File: src/hdl/ppt_pkg.sv
// ----------------------------------------------------------------------------
// ppt_pkg
// Shared types and constants of the probabilistic primality tester.
// ----------------------------------------------------------------------------
package ppt_pkg;

  // width of the number under test (8 to 64)
  localparam int NUMBER_BITS = 64;
  localparam int CAND_W      = 64;
  localparam int SEED_W      = 31;
  localparam int CNT_W       = $clog2(NUMBER_BITS + 1);
  localparam int SCNT_W      = $clog2(SEED_W + 1);

  typedef logic [NUMBER_BITS-1:0] num_t;

  localparam logic KIND_MR     = 1'b0;
  localparam logic KIND_FERMAT = 1'b1;

  // sequencer states
  typedef enum logic [3:0] {
    S_IDLE,
    S_PREP,
    S_SMOD,
    S_STRIP,
    S_ESKIP,
    S_MDBL,
    S_MADD,
    S_MDONE,
    S_EVAL,
    S_MRCHK,
    S_DONE
  } eng_state_t;

  // what a finished modular multiply feeds
  typedef enum logic [1:0] {
    MP_SQ,
    MP_MUL,
    MP_MR
  } mul_use_t;

  // engine status toward the top level
  typedef struct packed {
    logic idle;
    logic done;
    logic pass;
    logic last;
  } eng_stat_t;

endpackage

File: src/hdl/ppt_modadd.sv
// ----------------------------------------------------------------------------
// ppt_modadd
// Shared modular adder: (a + b + cin) mod m, for a, b < m.
// ----------------------------------------------------------------------------
module ppt_modadd
  import ppt_pkg::*;
(
  input  num_t a,
  input  num_t b,
  input  logic cin,
  input  num_t m,
  output num_t sum
);

  logic [NUMBER_BITS:0] s;
  logic [NUMBER_BITS:0] diff;

  // sum stays below 2m, so one conditional subtract reduces it
  assign s    = {1'b0, a} + {1'b0, b} + {{NUMBER_BITS{1'b0}}, cin};
  assign diff = s - {1'b0, m};
  assign sum  = (s >= {1'b0, m}) ? diff[NUMBER_BITS-1:0] : s[NUMBER_BITS-1:0];

endmodule

File: src/hdl/ppt_engine.sv
// ----------------------------------------------------------------------------
// ppt_engine
// Sequencer for one test round: witness reduction, exponent setup, square
// and multiply exponentiation and the Miller-Rabin squaring loop, all on
// one shared modular adder.
// ----------------------------------------------------------------------------
module ppt_engine
  import ppt_pkg::*;
(
  input  logic                clk,
  input  logic                rst_n,
  input  logic                start,
  input  logic                kind,
  input  logic [CAND_W-1:0]   candidate,
  input  logic [SEED_W-1:0]   witness_seed,
  input  logic                last_round,
  input  logic                take,
  output eng_stat_t           stat
);

  eng_state_t state_r, state_nxt;

  logic              kind_r, kind_nxt;
  logic              last_r, last_nxt;
  logic              pass_r, pass_nxt;
  num_t              p_r, p_nxt;
  num_t              z_r, z_nxt;
  num_t              e_r, e_nxt;
  num_t              t_r, t_nxt;
  num_t              base_r, base_nxt;
  num_t              x_r, x_nxt;
  num_t              acc_r, acc_nxt;
  num_t              my_r, my_nxt;
  logic [SEED_W-1:0] sd_r, sd_nxt;
  logic [CNT_W-1:0]  mcnt_r, mcnt_nxt;
  logic [CNT_W-1:0]  ecnt_r, ecnt_nxt;
  logic [SCNT_W-1:0] scnt_r, scnt_nxt;
  mul_use_t          use_r, use_nxt;

  num_t ua, ub, um, usum;
  logic ucin;

  logic small_p, even_fail, mr_more;

  assign small_p   = (p_r[NUMBER_BITS-1:1] == '0);
  assign even_fail = (kind_r == KIND_MR) && !p_r[0] && (p_r != num_t'(2));
  assign mr_more   = (t_r != z_r) && (x_r != num_t'(1)) && (x_r != z_r);

  // shared modular adder operand select
  always_comb begin
    ua   = acc_r;
    ub   = acc_r;
    ucin = 1'b0;
    um   = p_r;
    unique case (state_r)
      S_SMOD: begin
        ucin = sd_r[SEED_W-1];
        um   = z_r;
      end
      S_MADD: begin
        ub = (use_r == MP_MUL) ? base_r : x_r;
      end
      default: begin
      end
    endcase
  end

  ppt_modadd u_add (
    .a   (ua),
    .b   (ub),
    .cin (ucin),
    .m   (um),
    .sum (usum)
  );

  // next state
  always_comb begin
    state_nxt = state_r;
    unique case (state_r)
      S_IDLE:  if (start) state_nxt = S_PREP;
      S_PREP:  state_nxt = (small_p || even_fail) ? S_DONE : S_SMOD;
      S_SMOD:  if (scnt_r == SCNT_W'(1)) state_nxt = S_STRIP;
      S_STRIP: if (kind_r == KIND_FERMAT || e_r[0]) state_nxt = S_ESKIP;
      S_ESKIP: if (e_r[NUMBER_BITS-1]) state_nxt = S_MDBL;
      S_MDBL: begin
        if (my_r[NUMBER_BITS-1]) state_nxt = S_MADD;
        else if (mcnt_r == CNT_W'(1)) state_nxt = S_MDONE;
      end
      S_MADD:  state_nxt = (mcnt_r == CNT_W'(1)) ? S_MDONE : S_MDBL;
      S_MDONE: begin
        unique case (use_r)
          MP_SQ:   state_nxt = (e_r[NUMBER_BITS-1] || ecnt_r != CNT_W'(1)) ? S_MDBL : S_EVAL;
          MP_MUL:  state_nxt = (ecnt_r != CNT_W'(1)) ? S_MDBL : S_EVAL;
          MP_MR:   state_nxt = S_MRCHK;
          default: state_nxt = S_IDLE;
        endcase
      end
      S_EVAL:  state_nxt = (kind_r == KIND_FERMAT) ? S_DONE : S_MRCHK;
      S_MRCHK: state_nxt = mr_more ? S_MDBL : S_DONE;
      S_DONE:  if (take) state_nxt = S_IDLE;
      default: state_nxt = S_IDLE;
    endcase
  end

  // datapath updates
  always_comb begin
    kind_nxt = kind_r;
    last_nxt = last_r;
    pass_nxt = pass_r;
    p_nxt    = p_r;
    z_nxt    = z_r;
    e_nxt    = e_r;
    t_nxt    = t_r;
    base_nxt = base_r;
    x_nxt    = x_r;
    acc_nxt  = acc_r;
    my_nxt   = my_r;
    sd_nxt   = sd_r;
    mcnt_nxt = mcnt_r;
    ecnt_nxt = ecnt_r;
    scnt_nxt = scnt_r;
    use_nxt  = use_r;
    unique case (state_r)
      S_IDLE: begin
        kind_nxt = kind;
        last_nxt = last_round;
        p_nxt    = candidate[NUMBER_BITS-1:0];
        sd_nxt   = witness_seed;
      end
      S_PREP: begin
        pass_nxt = 1'b0;
        z_nxt    = p_r - num_t'(1);
        e_nxt    = p_r - num_t'(1);
        acc_nxt  = '0;
        scnt_nxt = SCNT_W'(SEED_W);
      end
      // acc = seed mod z, one seed bit a cycle; the witness is acc plus one
      S_SMOD: begin
        acc_nxt  = usum;
        sd_nxt   = sd_r << 1;
        scnt_nxt = scnt_r - SCNT_W'(1);
      end
      // strip factors of two from the exponent (Miller-Rabin rounds only)
      S_STRIP: begin
        base_nxt = acc_r + num_t'(1);
        x_nxt    = num_t'(1);
        ecnt_nxt = CNT_W'(NUMBER_BITS);
        if (kind_r == KIND_MR && !e_r[0]) begin
          e_nxt = e_r >> 1;
        end else begin
          t_nxt = e_r;
        end
      end
      // skip leading zero exponent bits, then start the first square
      S_ESKIP: begin
        if (!e_r[NUMBER_BITS-1]) begin
          e_nxt    = e_r << 1;
          ecnt_nxt = ecnt_r - CNT_W'(1);
        end else begin
          acc_nxt  = '0;
          my_nxt   = x_r;
          mcnt_nxt = CNT_W'(NUMBER_BITS);
          use_nxt  = MP_SQ;
        end
      end
      S_MDBL: begin
        acc_nxt = usum;
        if (!my_r[NUMBER_BITS-1]) begin
          my_nxt   = my_r << 1;
          mcnt_nxt = mcnt_r - CNT_W'(1);
        end
      end
      S_MADD: begin
        acc_nxt  = usum;
        my_nxt   = my_r << 1;
        mcnt_nxt = mcnt_r - CNT_W'(1);
      end
      S_MDONE: begin
        x_nxt    = acc_r;
        my_nxt   = acc_r;
        mcnt_nxt = CNT_W'(NUMBER_BITS);
        acc_nxt  = '0;
        unique case (use_r)
          MP_SQ: begin
            if (e_r[NUMBER_BITS-1]) begin
              use_nxt = MP_MUL;
            end else begin
              e_nxt    = e_r << 1;
              ecnt_nxt = ecnt_r - CNT_W'(1);
            end
          end
          MP_MUL: begin
            use_nxt  = MP_SQ;
            e_nxt    = e_r << 1;
            ecnt_nxt = ecnt_r - CNT_W'(1);
          end
          MP_MR: begin
            t_nxt = t_r << 1;
          end
          default: begin
          end
        endcase
      end
      S_EVAL: begin
        pass_nxt = (x_r == num_t'(1));
      end
      // Miller-Rabin squaring loop
      S_MRCHK: begin
        acc_nxt  = '0;
        my_nxt   = x_r;
        mcnt_nxt = CNT_W'(NUMBER_BITS);
        use_nxt  = MP_MR;
        pass_nxt = !((x_r != z_r) && !t_r[0]);
      end
      S_DONE: begin
      end
      default: begin
      end
    endcase
  end

  always_ff @(posedge clk) begin
    if (!rst_n) begin
      state_r <= S_IDLE;
    end else begin
      state_r <= state_nxt;
    end
  end

  always_ff @(posedge clk) begin
    kind_r <= kind_nxt;
    last_r <= last_nxt;
    pass_r <= pass_nxt;
    p_r    <= p_nxt;
    z_r    <= z_nxt;
    e_r    <= e_nxt;
    t_r    <= t_nxt;
    base_r <= base_nxt;
    x_r    <= x_nxt;
    acc_r  <= acc_nxt;
    my_r   <= my_nxt;
    sd_r   <= sd_nxt;
    mcnt_r <= mcnt_nxt;
    ecnt_r <= ecnt_nxt;
    scnt_r <= scnt_nxt;
    use_r  <= use_nxt;
  end

  // status outputs
  always_comb begin
    stat.idle = (state_r == S_IDLE);
    stat.done = (state_r == S_DONE);
    stat.pass = pass_r;
    stat.last = last_r;
  end

`ifndef NO_ASSERTIONS
  // multiply accumulator stays reduced
  a_acc_reduced: assert property (@(posedge clk) disable iff (!rst_n)
    (state_r == S_MDBL || state_r == S_MADD) |-> (acc_r < p_r))
    else $error("accumulator not reduced modulo candidate");

  // witness lies in 1 .. p-1
  a_base_range: assert property (@(posedge clk) disable iff (!rst_n)
    (state_r == S_ESKIP) |-> (base_r != '0 && base_r <= z_r))
    else $error("witness out of range");

  // squaring loop works on reduced values
  a_x_reduced: assert property (@(posedge clk) disable iff (!rst_n)
    (state_r == S_MRCHK) |-> (x_r < p_r))
    else $error("square result not reduced");

  // a finished round waits until the top level takes it
  a_done_hold: assert property (@(posedge clk) disable iff (!rst_n)
    (state_r == S_DONE && !take) |=> (state_r == S_DONE && $stable(pass_r)))
    else $error("round verdict dropped");
`endif

endmodule

File: config.mk
export PLATFORM = sky130hd
export DESIGN_NAME = ppt_engine
export DESIGN_NICKNAME = d
export VERILOG_FILES = /design/src/hdl/ppt_pkg.sv /design/src/hdl/ppt_modadd.sv /design/src/hdl/ppt_engine.sv
export SDC_FILE = /design/constraint.sdc
export NUM_CORES = 1
export LEC_CHECK = 0
export BUFFER_PORTS_ARGS = -buffer_cell sky130_fd_sc_hd__buf_2
export CORE_MARGIN = 2
export CORE_UTILIZATION = 40
export CTS_CLUSTER_DIAMETER = 50
export DETAILED_ROUTE_END_ITERATION = 10
export PLACE_DENSITY = 0.55
export RECOVER_POWER = 25
export SLEW_MARGIN = 30
export SYNTH_ARGS = -nofsm -noshare
export SYNTH_HDL_FRONTEND = slang
export SYNTH_SLANG_ARGS = --single-unit
File: constraint.sdc
create_clock -name clk -period 7.4 [get_ports clk]
set_input_delay 0.74 -clock clk [delete_from_list [all_inputs] [get_ports clk]]
set_output_delay 0.74 -clock clk [all_outputs]
set_load 0.005 [all_outputs]
# Word-level counts from Yosys, hierarchy flattened
# Cells that the tools add are included.
word_totals:
  ff_bits: 571
  in_bits: 101
  output_inout_bits: 4
  word_cells: 144
classes:
  n_addsub: 8
  n_lt_le_gt_ge: 1
  n_eq_ne: 32
  muxes: 46
  bitwise_logic: 1
  n_reduce_logical: 38
op_table:
  columns: ["operator", "count"]
  rows:
  - ["two-way mux 64 bit", 11]
  - ["one-hot mux 64 bit (2 select lines)", 3]
  - ["one-hot mux 64 bit (5 select lines)", 1]
  - ["one-hot mux 64 bit (4 select lines)", 1]
  - ["one-hot mux 64 bit (3 select lines)", 1]
  - ["inequality test 64 bit", 2]
  - ["adder 64 x 64 -> 65 bit", 1]
  - ["adder 65 x 1 -> 65 bit", 1]
  - ["greater-or-equal comparator 65 x 64 -> 1 bit", 1]
  - ["adder 64 x 1 -> 64 bit, second input constant", 1]
  - ["equality test 64 x 1 -> 1 bit, second input constant", 1]
  - ["inequality test 64 x 1 -> 1 bit, second input constant", 1]
  - ["inequality test 64 x 2 -> 1 bit, second input constant", 1]
  - ["subtractor 64 x 1 -> 64 bit, second input constant", 1]
  - ["subtractor 64 bit", 1]
  - ["logical NOT 63 bit", 1]
  - ["one-hot mux 31 bit (2 select lines)", 1]
  - ["two-way mux 4 bit", 11]
  - ["one-hot mux 4 bit (11 select lines)", 1]
  - ["one-hot mux 7 bit (4 select lines)", 1]
  - ["two-way mux 7 bit", 3]
  - ["one-hot mux 7 bit (3 select lines)", 1]
  - ["equality test 4 x 3 -> 1 bit, second input constant", 4]
  - ["inequality test 2 bit, second input constant", 8]
  - ["36 further kinds", 67]

# Longest topological paths before layout
# Gate-level depths: netlist of the first run.
depth:
  depth_word: 8
  mapped_depth: 32
  mapped_depth_nobuf: 26

# By module
# A second synthesis of the first run with hierarchy kept.
unflattened:
  hier_cells: 3800
  hier_area_um2: 37216.9
modules_own_cells:
  columns: ["mod", "instances", "cells_per_inst", "area_per_inst_um2", "seq_area_each_um2"]
  rows:
  - ["ppt_engine", 1, 2519, 28632.5, 17106.4]
  - ["ppt_modadd", 1, 1281, 8584.5, 0.0]

# Least setup slack after synthesis of the first run
# OpenSTA, ideal clock, no wires.
synth_path:
  kind: "reg-to-output"
  from: "reg state_r[1]"
  to: "out stat[3] (netlist bit)"
  t_arrival_ns: 7.409
  required_time_ns: 6.660
  path_slack_ns: -0.749
  stages_incl_launch_ff: 5
  path_buffers: 3
  path_cell_list: "dfxtp_1 > clkbuf_1 > clkbuf_1 > buf_1 > nor4_1"
synth_lines:
  columns: ["item", "line_no", "rtl"]
  rows:
  - ["start: declaration", "ppt_engine.sv:21", "eng_state_t state_r, state_nxt;"]
  - ["start signal: assignment", "ppt_engine.sv:226", "state_r <= state_nxt;"]
  - ["end: declaration", "ppt_engine.sv:18", "output eng_stat_t stat"]

# Final worst setup path of the first run
layout_path:
  from: "reg use_r[1]"
  to: "reg acc_r[40] (data pin)"
layout_between:
  elab_chain_cells: 8
  word_cells_on_any_way: 9
  classes_between: "add/sub (3); order compare (1); eq/ne (1); mux (4)"
layout_rtl:
  columns: ["item", "line_no", "rtl"]
  rows:
  - ["start: declaration", "ppt_engine.sv:38", "mul_use_t use_r, use_nxt;"]
  - ["start signal: assignment", "ppt_engine.sv:246", "use_r <= use_nxt;"]
  - ["equality test 2 x 1 -> 1 bit (*)", "ppt_engine.sv:61", "ub = (use_r == MP_MUL) ? base_r : x_r;"]
  - ["two-way mux 64 bit (*)", "ppt_engine.sv:61", null]
  - ["two-way mux 64 bit (*)", "ppt_engine.sv:55", "unique case (state_r)"]
  - ["adder 64 x 64 -> 65 bit (*)", "ppt_modadd.sv:19", "assign s = {1'b0, a} + {1'b0, b} + {{NUMBER_BITS{1'b0}}, cin};"]
  - ["adder 65 x 1 -> 65 bit (*)", "ppt_modadd.sv:19", null]
  - ["subtractor 64 bit / greater-or-equal comparator 65 x 64 -> 1 bit (equally long branches)", "ppt_modadd.sv:20, ppt_modadd.sv:21", null]
  - ["two-way mux 64 bit (*)", "ppt_modadd.sv:21", "assign sum = (s >= {1'b0, m}) ? diff[NUMBER_BITS-1:0] : s[NUMBER_BITS-1:0];"]
  - ["one-hot mux 64 bit (3 select lines) (*)", "ppt_engine.sv:123", "unique case (state_r)"]
  - ["end signal: assignment", "ppt_engine.sv:240", "acc_r <= acc_nxt;"]
  - ["end: declaration", "ppt_engine.sv:32", "num_t acc_r, acc_nxt;"]
# Mark *: on every way between the ends. The rest lies on a longest branch, timed or not.
# A chain may end at the register's enable or synchronous reset.

==> results of run 1 <==
==> critical path, delay by kind of cell, from the launching register on <==
kind,cells,cell delay [ns]
DFF,1,0.37
muxes,1,0.21
AOI/OAI and AO/OA,8,1.85
buffers and inverters,7,1.43
and+or+nand+nor,12,2.22
adders and majority gates,2,0.57
xor gates and xnor gates,1,0.17
==> placed cells by master (no fill, tap or decap), types with 37 or more instances in the layout <==
master     count
inv_1         41
a21o_1        58
a211oi_1      37
a221o_1       68
ha_1         131
xnor2_1      142
clkbuf_16     93
nand4_1       58
nand3_1       67
o21ai_0      103
buf_2         83
a31oi_1       75
mux2i_1       83
nor4_1        69
clkbuf_1      37
a21oi_1      240
and3_1        37
edfxtp_1     567
and2_1        72
buf_4        162
a221oi_1      59
xor2_1       230
nor2_1       313
nand2_1      691
nor3_1        54
==> area by class of cell <==
cell class / count / area (um2) / area share (%)
clock buffers: 98 / 2320 / 5.49
multi-input cells: 2913 / 18600 / 44.0
repair buffers: 288 / 1980 / 4.69
well taps: 1176 / 1470 / 3.48
inverters: 41 / 154 / 0.364
clock inverters: 61 / 654 / 1.55
flip-flops and latches: 571 / 17100 / 40.4
==> stage by stage <==
stage | hold slack, ns | TNS [ns] | util [%] | cell area (um2)
detailed placement | 0.493 | -49.66 | 43.5 | 39100
finish | 0.256 | 0 | 47.0 | 42300
floorplan | 0.484 | 0 | - | 36300
global route | 0.230 | -0.0279 | 47.0 | 42300
global placement | 0.486 | -30.74 | 43.4 | 39100
CTS | 0.223 | 0 | 46.8 | 42200
==> cell usage after synthesis, types with 16 or more instances <==
cell type / count
nand2_1: 693
nor2_1: 316
nor3_1: 60
nor2b_1: 16
a21oi_1: 244
o211ai_1: 19
or3_1: 20
xnor2_1: 142
a221o_1: 68
inv_1: 41
nand3_1: 68
nand4_1: 58
mux2i_1: 83
o21bai_1: 24
edfxtp_1: 567
a21o_1: 58
nor4_1: 76
xor2_1: 231
and3_1: 37
a211oi_1: 42
a31oi_1: 75
a221oi_1: 61
and2_1: 78
ha_1: 136
clkbuf_1: 176
o21ai_0: 110
nand2b_1: 17
==> metal layers <==
metal	share of wire (%)	global-route usage [%]	wire length, um
met5	0	0	0
met4	5.0	12.4	6710
met3	8.1	5.58	10900
met2	44	43.6	59300
met1	43	38.5	57400
==> final timing paths <==
check | cells past startpoint | slack [ns] | to | start
setup / recovery | 31 | 0.29 | acc_r[40] | use_r[1]
hold / removal | 1 | 0.26 | p_r[2] | candidate[2]
setup reg to reg | 31 | 0.29 | acc_r[40] | use_r[1]
hold reg to reg | 2 | 0.50 | sd_r[20] | sd_r[19]
==> kinds of logic after synthesis <==
family          after synthesis
simple gates               1502
compound gates              814
flops                       571
xor+xnor                    374
buf+inv                     244
fa+ha+maj                   139
mux                          84
==> state kept, by name, summed over array words and instances, names as in the netlist <==
register	count
p_r	64
kind_r	1
use_r	2
t_r	64
acc_r	64
x_r	64
mcnt_r	7
pass_r	1
z_r	64
sd_r	31
scnt_r	5
ecnt_r	7
base_r	64
last_r	1
my_r	64
e_r	64
state_r	4
==> what timing repair did <==
action,CTS,global route
cloned,0,1
gates resized for setup,10,44
setup endpoints to repair,64,64
hold endpoints to repair,0,0
buffers inserted,2,3
pin swaps,3,3
hold buffers,0,0
==> reports/qor.csv, run 1 <==
metric,value,unit
maxSlewViolCount,217,
violations,"capacitance limit, slew limit",
cap_violations,5,
ys_warn_count,0,
status,"finished, violations left",
worst_setup_path_end_kind,flop,
cts_made_buffers,88,
synth_seq_cells,571,
synth_area,36300,um2
htree_levels,3,
start_util,40.4,%
crit_type,flop to flop,
dp_hpwl,101000,um
synth_xor_area_share,9.04,%
async_reset_ff_share,0,%
synth_seq_area_share,47.1,%
fillCellCount,8648,
core.rowCount,110,
grt.overflow.total,0,
io_buffers,104,
track_usage,28.2,%
gp_congestion,1.04,
clkLatencyLatePin,0.66,ns
clock_skew,0.0243,ns
fin_ws,0.286,ns
grt_pass1_wl,197000,um
drtIter0Drc,3421,
slew_headroom,-165,%
ys_top_cells_by_area,"edfxtp_1, nand2_1, xor2_1, ha_1, xnor2_1",
fin_nets,4143,
crit_top_cell,buf_4,
layout.cells.non_filler,5148,
worstPathMaxFanout,50,
antenna_cells,0,
slowest_delay,0.59,ns
area_growth,16.5,%
grt_pass1_vias,29300,
synth-edff-count,567,
yosys-mux-area-fraction,2.32,%
tightest_slew,3.97,ns
antenna_found_initial,0,
syn_avg_cell_area,9.74,um2
fmax,141,MHz
dp_slack,-0.927,ns
ys.flop_type,edfxtp_1,
cts.sinks,571,
synth_cells,3728,
ios,105,
clockBufferDepth,3,
drc,0,
grt_max_degree,103,
cp.required,7.77,ns
design.die.area,93200,um2
cts_root_buf,clkbuf_16,
cp-start-kind,flop,
final_layout_size_suffix_gt1_share,12.2,%
drt_wl_total,134000,um
min_period,7.11,ns
core-area,90000,um2
via_count,30900,
synth_adder_area_share,4.85,%
synthSimpleGateAreaFrac,18.9,%
hold_viol,0,
yosysTopAreaCell,edfxtp_1,
dp_cells,4981,
post-route-period-util,96.1,%
synth_top_family_by_area,simple AND/OR/NAND/NOR gates,
vias_per_cell,6.00,
yosys.area.top_type_share,46.9,%
clk_pin_slew,0.06,ns
die_w,305,um
setup_viol,0,
synth_cell_types,87,
wl_per_cell,26.1,um
min_path_type,primary input to flop,
cp_data_arrival_time,7.48,ns
cts_tree,done,
synth_fp_nets,3968,
synth_compound_area_share,15.1,%
cp_slowest_cell,o21ai_0,
die_y,305,um
dr.pass1.iters,6,
antenna_left,0,
Power of run 1 is not shown: default switching activity piles up to over one toggle a cycle in this logic, so the estimate is an artifact.
==> run 2: changes to the inputs <==
- CELL_PAD_IN_SITES_DETAIL_PLACEMENT: unset -> 2
- CELL_PAD_IN_SITES_GLOBAL_PLACEMENT: unset -> 2
- CORE_UTILIZATION: 40 -> 38
- PLACE_DENSITY: 0.55 -> 0.76
==> run 2 against run 1 <==
The flow now finishes without violations. Sequential cell count unchanged. Final cell count is 2.7% higher. Routed wire length up 21%. Critical path type unchanged. Highest routed layer is now met5.
==> reports/qor.csv, run 2 (synthesized netlist as in run 1, its figures left out) <==
metric,value,unit,change
layout_common_cells,"nand2_1, edfxtp_1, nor2_1",,unchanged
antenna_found_initial,5,,was 0
clockBufferDepth,3,,unchanged
dp_hpwl,117000,um,was 101000 um
worstPathMaxFanout,20,,was 50
setup_viol,0,,unchanged
cts_root_buf,clkbuf_16,,unchanged
layout.cells.non_filler,5288,,was 5148
start_util,38.3,%,was 40.4%
vias_per_cell,6.15,,was 6.00
via_count,32500,,was 30900
wl_per_cell,30.7,um,was 26.1 um
cts_tree,done,,unchanged
fin_nets,4185,,was 4143
grtUsageMet2,53.3,%,was 43.6%
timing.rr.start,state_r[2],,was use_r[1]
antenna_left,0,,unchanged
cts.sinks,571,,unchanged
htree_levels,3,,unchanged
cp-start-kind,flop,,unchanged
slowest_delay,0.55,ns,was 0.59 ns
ios,105,,unchanged
grt_pass1_vias,34300,,was 29300
cap_violations,0,,was 5
min_path_type,primary input to flop,,unchanged
crit_top_cell,buf_4,,unchanged
post-route-period-util,97.5,%,was 96.1%
status,"finished, final reports clean",,"was finished, violations left"
cts_made_buffers,91,,was 88
core.rowCount,113,,was 110
maxSlewViolCount,0,,was 217
track_usage,31.9,%,was 28.2%
grt_busiest_layer,met2,,unchanged
final_layout_size_suffix_gt1_share,15.2,%,was 12.2%
cts-hold-fix-buffers,0,,unchanged
hp-start,candidate[51],,was candidate[2]
clkLatencyLatePin,0.68,ns,was 0.66 ns
drt_wl_total,162000,um,was 134000 um
die_w,313,um,was 305 um
min_period,7.22,ns,was 7.11 ns
worst_setup_path_end_kind,flop,,unchanged
tightest_slew,1.08,ns,was 3.97 ns
cp_data_arrival_time,7.63,ns,was 7.48 ns
grt_pass1_wl,233000,um,was 197000 um
slew_headroom,27.6,%,was -165%
core-area,94900,um2,was 90000 um2
grt_max_degree,72,,was 103
clock_skew,0.0286,ns,was 0.0243 ns
fmax,139,MHz,was 141 MHz
dp_cells,5084,,was 4981
grt.overflow.total,0,,unchanged
hold_viol,0,,unchanged
grt_use_met3,5.07,%,was 5.58%
final_common_cell,nand2_1,,unchanged
crit_type,flop to flop,,unchanged
clk_pin_slew,0.06,ns,about the same
cp.required,7.82,ns,was 7.77 ns
drtIter0Drc,2943,,was 3421
die_y,313,um,was 305 um
dr.pass1.iters,6,,unchanged
grtUsageMet1,40.4,%,was 38.5%
gp_congestion,0.948,,was 1.04
io_buffers,104,,unchanged
design.die.area,98100,um2,was 93200 um2
setup.worst_path.start,state_r[2],,was use_r[1]
area_growth,19.6,%,was 16.5%
cp_slowest_cell,or4_4,,was o21ai_0
drc,0,,unchanged
[run 2: cell types whose count changed in the layout (fill, tap and decap cells not counted), sizes merged]
cell	delta
bufbuf	+2
buf	+56
diode	+3
clkbuf	-8
clkinvlp	-3
clkinv	+1
[run 2: path summary, 6_finish.rpt]
check / end / slack [ns] / cells after the start
max: acc_r[60] / 0.18 / 30
min: p_r[51] / 0.24 / 1
max reg2reg: acc_r[60] / 0.18 / 30
min reg2reg: sd_r[13] / 0.52 / 2
[run 2: area by class of cell]
| class | count | area [um2] |
|---|---|---|
| repair buffers | 327 | 2470 |
| clock inverters | 59 | 656 |
| clock buffers | 109 | 2390 |
| diodes | 3 | 7.51 |
| flip-flops and latches | 571 | 17100 |
| fillers | 9915 | 51400 |
| inverters | 41 | 154 |
| multi-input cells | 2913 | 19100 |
| well taps | 1265 | 1580 |
[run 2: worst max-delay path, delay by kind of cell (launching register included)]
kind	cells	cell delay, ns
and+or+nand+nor	12	2.57
DFF	1	0.37
buffers and inverters	5	0.96
adders and majority gates	2	0.75
xor gates and xnor gates	1	0.10
AOI/OAI and AO/OA	10	2.12
[run 2: stage by stage]
| stage | setup slack [ns] | hold WS, ns | utilization (%) | area, um2 | setup TNS (ns) |
|---|---|---|---|---|---|
| floorplan | 0.551 | 0.484 | - | 36300 | 0 |
| global placement | -0.436 | 0.489 | 41.4 | 39300 | -20.40 |
| detailed placement | -0.587 | 0.506 | 41.5 | 39300 | -27.25 |
| CTS | 0.0410 | 0.204 | 45.0 | 42700 | 0 |
| global route | -0.107 | 0.216 | 45.8 | 43400 | -2.44 |
| finish | 0.184 | 0.238 | 45.8 | 43500 | 0 |
[run 2: repair_timing]
action	CTS	global route
setup endpoints to repair	64	64
gates cloned	3	4
resized for setup	47	95
pin swaps	11	34
setup buffers	7	19
[run 2: per-layer routing]
metal | vias to the layer above | wire length [um]
met4 | 4 | 9070
met2 | 1239 | 77800
met1 | 16600 | 65200
li1 | 14300 | -
met5 | - | 23
met3 | 370 | 10400
Power of run 2 is left out for the same reason.
